### config.mk
export PLATFORM = sky130hd
export DESIGN_NAME = event_fifo_with_overflow_count
export DESIGN_NICKNAME = d
export VERILOG_FILES = /design/src/rtl/efoc_pkg.sv /design/src/rtl/efoc_ctrl.sv /design/src/rtl/efoc_dp.sv /design/src/rtl/event_fifo_with_overflow_count.sv
export SDC_FILE = /design/constraint.sdc
export NUM_CORES = 1
export LEC_CHECK = 0
export ABC_AREA = 0
export BUFFER_PORTS_ARGS = -buffer_cell sky130_fd_sc_hd__buf_4
export CORE_MARGIN = 1.5
export CORE_UTILIZATION = 55
export CTS_BUF_LIST = sky130_fd_sc_hd__clkbuf_8
export DETAILED_ROUTE_END_ITERATION = 10
export HOLD_SLACK_MARGIN = 0.12
export PLACE_DENSITY = 0.86
export SYNTH_ARGS = -nofsm -noshare
export SYNTH_HDL_FRONTEND = slang
export SYNTH_SLANG_ARGS = --single-unit
### constraint.sdc
create_clock -name clk -period 5.4 [get_ports clk]
set_input_delay 0 -clock clk [delete_from_list [all_inputs] [get_ports clk]]
set_output_delay 0 -clock clk [all_outputs]
set_load 0.05 [all_outputs]
### src/rtl/efoc_pkg.sv
// Shared types and constants for the event queue with overflow counter.
package efoc_pkg;

  localparam int unsigned BIND_W     = 16;
  localparam int unsigned GEN_W      = 16;
  localparam int unsigned TIME_W     = 32;
  localparam int unsigned CAP_W      = 8;
  localparam int unsigned XFER_W     = 5;
  localparam int unsigned OVF_W      = 32;
  localparam int unsigned MAX_XFER   = 16;

  localparam logic CMD_POST  = 1'b0;
  localparam logic CMD_DRAIN = 1'b1;

  localparam logic STATUS_OK   = 1'b0;
  localparam logic STATUS_FULL = 1'b1;

  // Commands from the controller to the datapath.
  typedef struct packed {
    logic post;        // Store the request item or count a refusal.
    logic drain;       // Take transfer count and overflow snapshot.
    logic rd;          // Read the oldest entry and pop it.
    logic load_post;   // Load the post result into the response register.
    logic load_empty;  // Load the drain result that carries no event.
    logic load_event;  // Load a drained event into the response register.
  } efoc_cmd_t;

  // Status from the datapath to the controller.
  typedef struct packed {
    logic xfer_zero;   // The drain on the request port would move nothing.
    logic rem_zero;    // No events of the current drain are left to read.
    logic rsp_free;    // The response register can take a new item.
  } efoc_sts_t;

endpackage

### src/rtl/efoc_ctrl.sv
// Controller state machine that sequences posts and drains.
module efoc_ctrl (
  input  logic              clk,
  input  logic              rst,
  input  logic              req_valid,
  input  logic              cmd,
  output logic              req_stall,
  output efoc_pkg::efoc_cmd_t ctl,
  input  efoc_pkg::efoc_sts_t sts
);
  import efoc_pkg::*;

  typedef enum logic [2:0] {
    IDLE,
    POST_RSP,
    EMPTY_RSP,
    READ,
    EVENT_RSP
  } state_t;

  state_t state;
  logic   accept;

  assign req_stall = (state != IDLE);
  assign accept    = req_valid && (state == IDLE);

  always_comb begin
    ctl            = '0;
    ctl.post       = accept && (cmd == CMD_POST);
    ctl.drain      = accept && (cmd == CMD_DRAIN);
    ctl.rd         = (state == READ);
    ctl.load_post  = (state == POST_RSP) && sts.rsp_free;
    ctl.load_empty = (state == EMPTY_RSP) && sts.rsp_free;
    ctl.load_event = (state == EVENT_RSP) && sts.rsp_free;
  end

  always_ff @(posedge clk) begin
    if (rst) begin
      state <= IDLE;
    end else begin
      case (state)
        IDLE: begin
          if (accept) begin
            if (cmd == CMD_POST) begin
              state <= POST_RSP;
            end else if (sts.xfer_zero) begin
              state <= EMPTY_RSP;
            end else begin
              state <= READ;
            end
          end
        end
        POST_RSP: begin
          if (sts.rsp_free) begin
            state <= IDLE;
          end
        end
        EMPTY_RSP: begin
          if (sts.rsp_free) begin
            state <= IDLE;
          end
        end
        READ: begin
          state <= EVENT_RSP;
        end
        EVENT_RSP: begin
          if (sts.rsp_free) begin
            state <= sts.rem_zero ? IDLE : READ;
          end
        end
        default: begin
          state <= IDLE;
        end
      endcase
    end
  end

endmodule

### src/rtl/efoc_dp.sv
// Datapath: event memory, pointers, counters and the response register.
module efoc_dp #(
  parameter int unsigned QUEUE_DEPTH = 16
) (
  input  logic                        clk,
  input  logic                        rst,
  input  efoc_pkg::efoc_cmd_t         ctl,
  output efoc_pkg::efoc_sts_t         sts,
  input  logic [efoc_pkg::BIND_W-1:0] post_binding,
  input  logic [efoc_pkg::GEN_W-1:0]  generation,
  input  logic [efoc_pkg::TIME_W-1:0] post_time,
  input  logic [efoc_pkg::CAP_W-1:0]  drain_cap,
  input  logic                        rsp_stall,
  output logic                        rsp_valid,
  output logic                        status,
  output logic                        has_event,
  output logic [efoc_pkg::BIND_W-1:0] event_binding,
  output logic [efoc_pkg::GEN_W-1:0]  event_generation,
  output logic [efoc_pkg::TIME_W-1:0] event_time,
  output logic [efoc_pkg::XFER_W-1:0] transfer_count,
  output logic [efoc_pkg::OVF_W-1:0]  refused_count,
  output logic                        last
);
  import efoc_pkg::*;

  localparam int unsigned PTR_W   = $clog2(QUEUE_DEPTH);
  localparam int unsigned CNT_W   = $clog2(QUEUE_DEPTH + 1);
  localparam int unsigned SUM_W   = CNT_W + 1;
  localparam int unsigned ENTRY_W = BIND_W + GEN_W + TIME_W;

  logic [ENTRY_W-1:0] mem [QUEUE_DEPTH];
  logic [ENTRY_W-1:0] rdata;

  logic [PTR_W-1:0]  rd_ptr;
  logic [CNT_W-1:0]  fill;
  logic [OVF_W-1:0]  overflow_total;
  logic [OVF_W-1:0]  ovf_snap;
  logic [XFER_W-1:0] xfer;
  logic [XFER_W-1:0] remaining;
  logic              post_full;

  logic              full;
  logic [SUM_W-1:0]  tail_sum;
  logic [SUM_W-1:0]  tail_wrap;
  logic [PTR_W-1:0]  tail;
  logic [CAP_W-1:0]  fill_wide;
  logic [CAP_W-1:0]  cap_min;
  logic [XFER_W-1:0] xfer_next;
  logic              rsp_free;

  assign full      = (fill == CNT_W'(QUEUE_DEPTH));
  assign tail_sum  = SUM_W'(rd_ptr) + SUM_W'(fill);
  assign tail_wrap = (tail_sum >= SUM_W'(QUEUE_DEPTH)) ?
                     (tail_sum - SUM_W'(QUEUE_DEPTH)) : tail_sum;
  assign tail      = tail_wrap[PTR_W-1:0];

  // Transfer count is the smallest of fill level, drain cap and the result limit.
  assign fill_wide = CAP_W'(fill);
  assign cap_min   = (fill_wide < drain_cap) ? fill_wide : drain_cap;
  assign xfer_next = (cap_min > CAP_W'(MAX_XFER)) ? XFER_W'(MAX_XFER) : cap_min[XFER_W-1:0];

  assign rsp_free      = !rsp_valid || !rsp_stall;
  assign sts.xfer_zero = (xfer_next == '0);
  assign sts.rem_zero  = (remaining == '0);
  assign sts.rsp_free  = rsp_free;

  always_ff @(posedge clk) begin
    if (ctl.post && !full) begin
      mem[tail] <= {post_binding, generation, post_time};
    end
    if (ctl.rd) begin
      rdata <= mem[rd_ptr];
    end
  end

  always_ff @(posedge clk) begin
    if (rst) begin
      rd_ptr         <= '0;
      fill           <= '0;
      overflow_total <= '0;
    end else begin
      if (ctl.post) begin
        if (full) begin
          overflow_total <= overflow_total + OVF_W'(1);
        end else begin
          fill <= fill + CNT_W'(1);
        end
      end
      if (ctl.drain) begin
        overflow_total <= '0;
      end
      if (ctl.rd) begin
        rd_ptr <= (rd_ptr == PTR_W'(QUEUE_DEPTH - 1)) ? '0 : rd_ptr + PTR_W'(1);
        fill   <= fill - CNT_W'(1);
      end
    end
  end

  always_ff @(posedge clk) begin
    if (ctl.post) begin
      post_full <= full;
    end
    if (ctl.drain) begin
      xfer      <= xfer_next;
      remaining <= xfer_next;
      ovf_snap  <= overflow_total;
    end
    if (ctl.rd) begin
      remaining <= remaining - XFER_W'(1);
    end
  end

  always_ff @(posedge clk) begin
    if (rst) begin
      rsp_valid <= 1'b0;
    end else if (ctl.load_post || ctl.load_empty || ctl.load_event) begin
      rsp_valid <= 1'b1;
    end else if (!rsp_stall) begin
      rsp_valid <= 1'b0;
    end
  end

  always_ff @(posedge clk) begin
    if (ctl.load_post) begin
      status           <= post_full ? STATUS_FULL : STATUS_OK;
      has_event        <= 1'b0;
      event_binding    <= '0;
      event_generation <= '0;
      event_time       <= '0;
      transfer_count   <= '0;
      refused_count    <= '0;
      last             <= 1'b1;
    end else if (ctl.load_empty) begin
      status           <= STATUS_OK;
      has_event        <= 1'b0;
      event_binding    <= '0;
      event_generation <= '0;
      event_time       <= '0;
      transfer_count   <= '0;
      refused_count    <= ovf_snap;
      last             <= 1'b1;
    end else if (ctl.load_event) begin
      status           <= STATUS_OK;
      has_event        <= 1'b1;
      event_binding    <= rdata[ENTRY_W-1 -: BIND_W];
      event_generation <= rdata[TIME_W +: GEN_W];
      event_time       <= rdata[TIME_W-1:0];
      transfer_count   <= xfer;
      refused_count    <= ovf_snap;
      last             <= (remaining == '0);
    end
  end

  a_fill_bound: assert property (@(posedge clk) disable iff (rst)
    fill <= CNT_W'(QUEUE_DEPTH))
    else $error("fill level exceeds queue depth");

  a_ptr_bound: assert property (@(posedge clk) disable iff (rst)
    rd_ptr <= PTR_W'(QUEUE_DEPTH - 1))
    else $error("read pointer out of range");

  a_rd_nonempty: assert property (@(posedge clk) disable iff (rst)
    ctl.rd |-> (fill != '0) && (remaining != '0))
    else $error("read issued with nothing left to pop");

  a_one_load: assert property (@(posedge clk) disable iff (rst)
    $onehot0({ctl.load_post, ctl.load_empty, ctl.load_event}))
    else $error("more than one response load in a cycle");

  a_load_free: assert property (@(posedge clk) disable iff (rst)
    (ctl.load_post || ctl.load_empty || ctl.load_event) |-> rsp_free)
    else $error("response register overwritten while held");

endmodule

### src/rtl/event_fifo_with_overflow_count.sv
// Top level of the event queue with a wrapping overflow counter.
//
// The request channel (req_valid, req_stall) carries one item per handshake:
// cmd selects a post of an event (post_binding, generation, post_time)
// or a drain that pops up to drain_cap of the oldest events, never more than
// sixteen. The response channel (rsp_valid, rsp_stall) returns the result
// items. A post gives one item with status full if the queue had no room, in
// which case the overflow counter is incremented and wraps. A drain gives one
// item per event popped, each carrying the transfer count and the number of
// refused posts since the previous drain, with last set on the final one; a
// drain that moves nothing gives a single item with has_event clear.
//
// A post or an empty drain passes from IDLE to POST_RSP or EMPTY_RSP, where its
// result is loaded into the response register, and the controller then returns
// to IDLE to accept the next item. A drain of events alternates READ, the
// registered memory read, and EVENT_RSP, the response register load, once per
// event, and returns to IDLE after loading its last event. The request side is
// stalled while an item is in progress; a receiver stall holds the response
// register and its payload and holds back the next load. Synchronous reset
// empties the queue, clears the overflow counter and drops a pending response.
module event_fifo_with_overflow_count #(
  parameter int unsigned QUEUE_DEPTH = 16
) (
  input  logic                        clk,
  input  logic                        rst,
  input  logic                        req_valid,
  output logic                        req_stall,
  input  logic                        cmd,
  input  logic [efoc_pkg::BIND_W-1:0] post_binding,
  input  logic [efoc_pkg::GEN_W-1:0]  generation,
  input  logic [efoc_pkg::TIME_W-1:0] post_time,
  input  logic [efoc_pkg::CAP_W-1:0]  drain_cap,
  output logic                        rsp_valid,
  input  logic                        rsp_stall,
  output logic                        status,
  output logic                        has_event,
  output logic [efoc_pkg::BIND_W-1:0] event_binding,
  output logic [efoc_pkg::GEN_W-1:0]  event_generation,
  output logic [efoc_pkg::TIME_W-1:0] event_time,
  output logic [efoc_pkg::XFER_W-1:0] transfer_count,
  output logic [efoc_pkg::OVF_W-1:0]  refused_count,
  output logic                        last
);
  import efoc_pkg::*;

  // Command and status buses between the controller and the datapath.
  efoc_cmd_t ctl;
  efoc_sts_t sts;

  efoc_ctrl u_ctrl (
    .clk       (clk),
    .rst       (rst),
    .req_valid (req_valid),
    .cmd       (cmd),
    .req_stall (req_stall),
    .ctl       (ctl),
    .sts       (sts)
  );

  efoc_dp #(
    .QUEUE_DEPTH (QUEUE_DEPTH)
  ) u_dp (
    .clk              (clk),
    .rst              (rst),
    .ctl              (ctl),
    .sts              (sts),
    .post_binding     (post_binding),
    .generation       (generation),
    .post_time        (post_time),
    .drain_cap        (drain_cap),
    .rsp_stall        (rsp_stall),
    .rsp_valid        (rsp_valid),
    .status           (status),
    .has_event        (has_event),
    .event_binding    (event_binding),
    .event_generation (event_generation),
    .event_time       (event_time),
    .transfer_count   (transfer_count),
    .refused_count    (refused_count),
    .last             (last)
  );

endmodule

==> impl_metrics.json <==
{
  "critical_path_peak_fanout": 49,
  "fin_cells": 4111,
  "totalWireLength_um": 123000,
  "initialDrtViolationCount": 3314,
  "timing.critical_path.arrival_ns": 4.50,
  "register_area_sq_um": 37000,
  "mappedNetlistNets": 2430,
  "insertion_delay_ns": 0.84,
  "tritoncts": "yes",
  "endpoint_kind": "register",
  "leakage_nw": 18.2,
  "ant_nets": 0,
  "grt.busiest_layer": "met2",
  "cp_data_required_time_ns": 5.90,
  "clk_path_buf_depth": 3,
  "globalplace.congestion": 0.820,
  "fin_nets": 2879,
  "synth-async-reset-ratio_pct": 0,
  "ctsResizeCount": 0,
  "synth_cell_type_count": 50,
  "postLayoutSetupSlackWorst_ns": 1.40,
  "final.hold.worst_slack_ns": 0.331,
  "placed_insts": 3595,
  "detailed_place_hpwl_um": 60800,
  "global_route.usage.total_pct": 27.8,
  "final_total_power_mw": 20.4,
  "slew_violations": 0,
  "ys.flop_type": "edfxtp_1",
  "drive_gt1_share_pct": 28.8,
  "std_cell_rows": 108,
  "power_density_nw_per_um2": 360,
  "crit_type": "register to register",
  "max_freq_mhz": 250,
  "setup_repair_after_global_routing_missed_its_margin": "false",
  "synth-warning-count": 0,
  "finalInstanceArea_sq_um": 56500,
  "drv_cap": 0,
  "design.die.area_sq_um": 88800,
  "drc": 0,
  "syn_inst": 2338,
  "wl_per_cell_um": 30.0,
  "end_of_the_worst_hold_path": "u_dp.remaining[0]",
  "multiInputGateArea_sq_um": 10500,
  "max_slew_margin_pct": 14.9,
  "htreeDepth": 4,
  "via_total_after_detailed_routing": 26287,
  "number_of_global_route_vias_before_repair": 26905,
  "synthesis.area_sq_um": 47900,
  "postSynthAreaPerCell_sq_um": 20.5,
  "clkSlewWorstSetupHoldPaths_ns": 0.06,
  "start_kind": "register",
  "grt_remaining_overflow": 0,
  "timing.final.crit_share_pct": 74.0,
  "hold_path_startpoint": "drain_cap[0]",
  "worstRegToRegCells": 7,
  "met3_usage_pct": 6.29,
  "finalHoldViolCount": 0,
  "synth_top_cells_by_area": "edfxtp_1 71%, mux4_2 15%, dfxtp_1 6.2%",
  "num_io_pins": 183,
  "ys_seq_elements": 1280,
  "die_w_um": 298,
  "design.core.area_sq_um": 86500,
  "n_fill_cell": 5117,
  "area_delta_synth_final_pct": 18.0,
  "worstHoldPathType": "input port to register",
  "worst_slew_pin_tran_ns": 1.28,
  "outcome": "finished, final reports clean",
  "rr_endpoint": "u_dp.mem[6][48]",
  "dpl-instance-area_sq_um": 50800,
  "cts_buffers": 191,
  "layout_commonest_cell": "edfxtp_1",
  "synth_largest_type_area_fraction_pct": 71.0,
  "worst_clock_skew_ns": 0.0542,
  "rr_startpoint": "u_dp.rd_ptr[1]",
  "grt_pass1_wl_um": 178000,
  "initial_utilization_pct": 55.4,
  "worst-r2r-setup-slack_ns": 1.40,
  "final-setup-viol-count": 0,
  "grt_antenna_before_repair": 11,
  "numClockSinks": 1280,
  "die_h_um": 298,
  "final_util_pct": 65.3,
  "grt_start_max_net_pins": 149,
  "library_cell_occupying_the_most_area_in_the_post_synthesis_netlist": "edfxtp_1",
  "synth_enable_flop_cells": 1132,
  "mostFrequentLayoutCells": "1,132 x edfxtp_1, 320 x mux4_2, 229 x nand2_1, 214 x clkbuf_8, 214 x buf_4",
  "layout_min_cycle_time_ns": 4.00,
  "io_buffer_count": 182,
  "fin_tns_setup_ns": 0,
  "detailedRoute.firstPassIterationCount": 6,
  "hold_depth": 4,
  "grt_use_met2_pct": 47.6,
  "cts.root.buffer_cell": "clkbuf_8",
  "max-vdd-ir-drop_uv": 256,
  "routed_via_density": 6.39,
  "grtUsageMet1_pct": 33.6,
  "dp_slack_ns": 1.49,
  "sequential_element_share_of_the_synthesized_area_pct": 77.2
}
-- cell usage after synthesis, drive strengths merged, types with 13 or more instances --
library cell     n
buf             34
edfxtp        1132
nor3            18
a21oi          122
nor2            61
inv             18
dfxtp          148
mux4           320
xnor2           31
clkbuf          90
nand2          229
ha              13
nor4            15
-- layout make-up --
class	count	area share, %
Antenna cell	8	0.0354
Clock buffer	214	5.21
Clock inverter	140	2.01
Inverter	18	0.122
Multi-Input combinational cell	916	18.6
Sequential cell	1280	65.5
Tap cell	1155	2.56
Timing Repair Buffer	380	6.00
-- cells by family after synthesis --
group	after synthesis	synth area share (%)
and+or+nand+nor	387	3.66
buffers and inverters	142	1.17
xor gates and xnor gates	37	0.677
DFF	1280	77.2
adders and majority gates	15	0.423
AOI/OAI and AO/OA	154	1.77
muxes	323	15.1
-- flip-flops by register name, summed over array words and instances, names as in the netlist --
name	count
u_dp.event_binding	16
u_dp.transfer_count	5
u_dp.ovf_snap	32
u_dp.rdata	64
u_ctrl.state	3
u_dp.last	1
u_dp.refused_count	32
u_dp.has_event	1
u_dp.event_time	32
u_dp.remaining	5
u_dp.mem	1024
u_dp.rd_ptr	4
u_dp.event_generation	16
u_dp.fill	5
u_dp.overflow_total	32
u_dp.rsp_valid	1
u_dp.status	1
u_dp.post_full	1
u_dp.xfer	5
-- worst max-delay path by stage --
| stage | from | endpoint | depth (start not counted) |
|---|---|---|---|
| 2_1_floorplan | u_ctrl.state[2] | u_dp.mem[0][0] | 5 |
| 3_3_place_gp | u_dp.rd_ptr[1] | u_dp.mem[6][48] | 7 |
| 3_5_place_dp | u_dp.rd_ptr[1] | u_dp.mem[6][48] | 7 |
| 4_1_cts | u_dp.rd_ptr[1] | u_dp.mem[6][48] | 7 |
| 5_1_grt | u_dp.rd_ptr[1] | u_dp.mem[6][48] | 7 |
| 6_report | u_dp.rd_ptr[1] | u_dp.mem[6][48] | 7 |
-- repair_timing --
item,in CTS,in global routing
hold buffers,154,0
hold endpoints to repair,1132,0
endpoints found under the setup margin,0,0
buffers inserted,0,0
-- metal layers --
metal,part of all wire [%],wire length [um],up-vias
met4,4.8,5860,6
met5,0.036,44,-
li1,-,-,10423
met3,9.8,12100,382
met1,34,41400,13361
met2,52,63800,2115
-- worst max-delay path, cell delays in order, from the launching register on --
cell     delay [ns]
dfxtp_4        0.85
ha_1           0.37
a21o_1         0.17
a21oi_1        0.32
xnor2_1        0.19
nand2_1        0.31
nor2_4         1.02
buf_4          0.42
-- report_power, final --
| group | leakage (nW) | switching, mW | internal [mW] |
|---|---|---|---|
| Combinational | 4.46 | 0.619 | 0.341 |
| Clock | 2.28 | 3.87 | 4.53 |
| Sequential | 11.4 | 0.0759 | 10.9 |
Note: power is estimated with default switching activity, not from simulation.
